## config.mk

```make
export PLATFORM = sky130hd
export DESIGN_NAME = tlic_ram
export DESIGN_NICKNAME = d
export VERILOG_FILES = /design/src/rtl/core/tlic_ram.sv
export SDC_FILE = /design/constraint.sdc
export NUM_CORES = 1
export LEC_CHECK = 0
export ABC_AREA = 1
export BUFFER_PORTS_ARGS = -buffer_cell sky130_fd_sc_hd__buf_2
export CAP_MARGIN = 5
export CELL_PAD_IN_SITES_DETAIL_PLACEMENT = 0
export CELL_PAD_IN_SITES_GLOBAL_PLACEMENT = 2
export CORE_MARGIN = 2
export CORE_UTILIZATION = 41
export CTS_CLUSTER_SIZE = 12
export DETAILED_ROUTE_END_ITERATION = 12
export PLACE_DENSITY_LB_ADDON = 0.1
export SLEW_MARGIN = 10
export SYNTH_ARGS = -nofsm -noshare
export SYNTH_HDL_FRONTEND = slang
export SYNTH_SLANG_ARGS = --single-unit
```

## constraint.sdc

```tcl
create_clock -name clk -period 1.17 [get_ports clk]
set_input_delay 0.117 -clock clk [delete_from_list [all_inputs] [get_ports clk]]
set_output_delay 0.117 -clock clk [all_outputs]
set_load 0.02 [all_outputs]
```

## src/rtl/core/tlic_ram.sv

```systemverilog
// Generic single-write, single-read memory with registered read data.
module tlic_ram #(
	parameter int WIDTH = 8,
	parameter int DEPTH = 16
) (
	input  logic                     clk,
	input  logic                     we,
	input  logic [$clog2(DEPTH)-1:0] waddr,
	input  logic [WIDTH-1:0]         wdata,
	input  logic                     re,
	input  logic [$clog2(DEPTH)-1:0] raddr,
	output logic [WIDTH-1:0]         rdata
);

	logic [WIDTH-1:0] mem [DEPTH];

	always_ff @(posedge clk) begin
		if (we) begin
			mem[waddr] <= wdata;
		end
		if (re) begin
			rdata <= mem[raddr];
		end
	end

endmodule

```

; Word-level counts from Yosys, hierarchy flattened
; Memory sizes are Yosys's and may differ from the RTL's. A register that Yosys moved wholly into a read port is not among the register bits.
; Cells that the tools add are included.
[totals]
out_inout_bits = 8
ramBits = 128
rom_bits = 0
latch_bits = 0
n_memories = 1
word_cells = 3
regBits = 0
[mem_list]
columns = memory, depth, width, read_ports, rd_clocked_by_memory_dff, wr, line_no
row1 = mem, 16, 8, 1, 1, 1, 15  ; logic [WIDTH-1:0] mem [DEPTH];
[op_classes]
muxes = 2
n_reduce_logical = 0
n_eq_ne = 0
div_mod_pow = 0
n_shift = 0
n_lt_le_gt_ge = 0
bitwise = 0
addsub = 0
mul = 0
[ops]
columns = cell, n
row1 = $mux 1, 2

; Depth between registers and ports, before layout
[depth]
depth_word = 2
depth_mapped = 8

; Worst setup path after synthesis
; No wires, ideal clock.
[synth_timing]
path_kind = input port to flip-flop
start = in waddr[3]
end = mem mem[4][0], enable pin
setup_slack_ns = 0.102
t_required_ns = 0.800
stages = 2
arrival_time_ns = 0.698
n_path_buf = 0
cell_sequence = nand3b_1 > nor2_1
[synth_lines]
columns = element, line_no
row1 = start: declaration, 8  ; input logic [$clog2(DEPTH)-1:0] waddr,
row2 = end: declaration, 15
; Straight into the memory's write port.

; Final worst setup path
[layout_timing]
start = reg rdata[0] (read register of mem)
end = out rdata[0]
[layout_lines]
columns = element, line_no
row1 = start: declaration, 12  ; output logic [WIDTH-1:0] rdata
; No word-level cell between the ends.

==> reports/results.ini <==
[run_status]
outcome=finished, final reports clean

[global_routing]
gr-total-overflow=0
grt_start_max_net_pins=36
grt_pass1_vias=3599
grt_use_total=0.207
antenna_found_initial=0
grt_pass1_wl_mm=21.9

[cts]
cts_setup_buffers=0
root_buffer=clkbuf_16
cts_hold_buf=0
cts-resized-gates=4
cts_tree=built
clk_path_buf_depth=2
clk_pin_slew_ns=0.06
cts_made_buffers=17
htreeDepth=4
insertion_delay_ns=0.41
cts_sinks=136

[sta]
finClkSkew_ns=0.00554
maxSlewHeadroom=0.714
min_period_ns=1.15
final_max_slew_viol_count=0
finalSetupViolCount=0
rsz0062_at_grt=true
hold_viol_final=0
fmax_ghz=0.871
setup_slack_ns=0.0217
min_period_over_period=0.981
worstMarginPinSlew_ns=0.430

[floorplanning]
start_util=0.421
core_um2=13900
die_h_um=123
rows=43
die_width_um=123
die_area_um2=15200
io_pins=27

[route]
ant_nets=0
routed_wl_mm=14.4
via_count=3781
vias_per_cell=4.74
wl_per_cell_um=18.1
drc=0
drtIter0Drc=310
firstDrtPassIters=5

[logic_synthesis]
yosys_warnings=0
yosysMostFrequentCell=nand2_1
synthesis.area_um2=5850
synthFlopType=edfxtp_1
netlist_instances=551
synth.distinct_cells=11
synth_common_cells=nand2_1, edfxtp_1, inv_1
yosys.area.top_type=edfxtp_1
synth.area.top_cells=edfxtp_1, nand2_1, nand3_1
seq_area_frac_synth=0.698
synth_top_cell_area_share=0.698
async_reset_ff_frac=0
ys_ff_latch=136
syn_area_per_cell_um2=10.6
synth_edf_count=136
syn-num-nets=570

[worst_setup_path]
setup.worst_path.class=reg2out
worstPathRequired_ns=1.05
slowest_delay_ns=0.45
arrival_ns=1.03
slowest_stage=edfxtp_1
worstPathMaxFanout=1
crit_family=flip-flops
critPathLaunchType=flip-flop
cp_cell_sequence=buf_6
path_buf_inv=1
end_kind=output pin

[layout]
area_growth_pct=20.5
nFillCells=1277
fin_cells=798
final_util=0.508
layout-drive-gt1-share=0.150
insertedDiodeCount=0
finalNetCount=624

[place]
dp_worst_setup_slack_ns=-0.201
place_congestion=0.741
dp.final_hpwl_mm=9.05
numPortBuffers=26
dpl.cell_count=766

[power_and_ir_drop]
p_total_mw=11.7
p_leak_nw=3.05
vdd_drop_max_mv=0.908
power_density_nw_per_um2=1660

[run]
drv_cap=0

[worst_hold_path]
hp-class=in2reg

[power breakdown]
| group | switching [mW] | leakage (nW) | internal [mW] |
|---|---|---|---|
| sequential | 0.0365 | 1.24 | 5.49 |
| clock | 1.90 | 0.292 | 3.51 |
| combinational | 0.533 | 1.53 | 0.265 |
| total | 2.47 | 3.05 | 9.27 |
[kinds of logic (layout without fill, tap and decap cells)]
logic type    Yosys count  in the layout  share of synthesized area
flops                 136            136                      0.698
simple gates          289            289                      0.208
buf+inv               126            193                     0.0939
[layout make-up]
cell class,count,area (um2),area share
Sequential cell,136,4080,0.579
Multi-Input combinational cell,289,1250,0.177
Timing Repair Buffer,59,515,0.0731
Clock buffer,19,433,0.0614
Inverter,102,383,0.0543
Tap cell,180,225,0.0320
Clock inverter,13,159,0.0225
[routing by layer]
metal / vias up / wire length [um] / GRT usage
met5: - / 0 / 0
met4: 0 / 153 / 0.0575
met3: 13 / 635 / 0.0498
met2: 90 / 6600 / 0.312
met1: 1781 / 7020 / 0.301
li1: 1897 / - / -
[cells in the final DEF (no fill, tap or decap)]
cell         n
bufinv_16    4
buf_2       24
buf_4       23
nor2_1      17
nand3_2      7
buf_6        2
clkbuf_16   17
buf_12      10
inv_2        2
clkbuf_1     2
edfxtp_1   136
nand3_1     90
nand3b_1     2
clkinv_2     4
clkinv_1     5
inv_1      100
nand2_1    173
[flip-flops by register name (all words and copies together), names as in the netlist]
name,count
mem,128
rdata,8
[through the flow]
stage	instance area [um2]	setup TNS [ns]	hold WS, ns
global placement	6410	-1.30	0.502
floorplan	5850	0	0.216
CTS	7010	-0.0101	0.0589
global route	7050	-0.0321	0.0551
finish	7050	0	0.0678
detailed placement	6410	-1.38	0.493
[worst paths after layout]
check                                          from            endpoint  slack [ns]  depth (start not counted)
worst min-delay path                             re  rdata[2]$_DFFE_PP_        0.07                          1
worst max register to register  mem[7][0]$_DFFE_PP_  rdata[0]$_DFFE_PP_        0.06                          6
worst max-delay path             rdata[0]$_DFFE_PP_            rdata[0]        0.02                          1
worst min register to register  mem[8][0]$_DFFE_PP_  rdata[0]$_DFFE_PP_        0.76                          6
No activity file was read; power rests on OpenSTA's default activity.
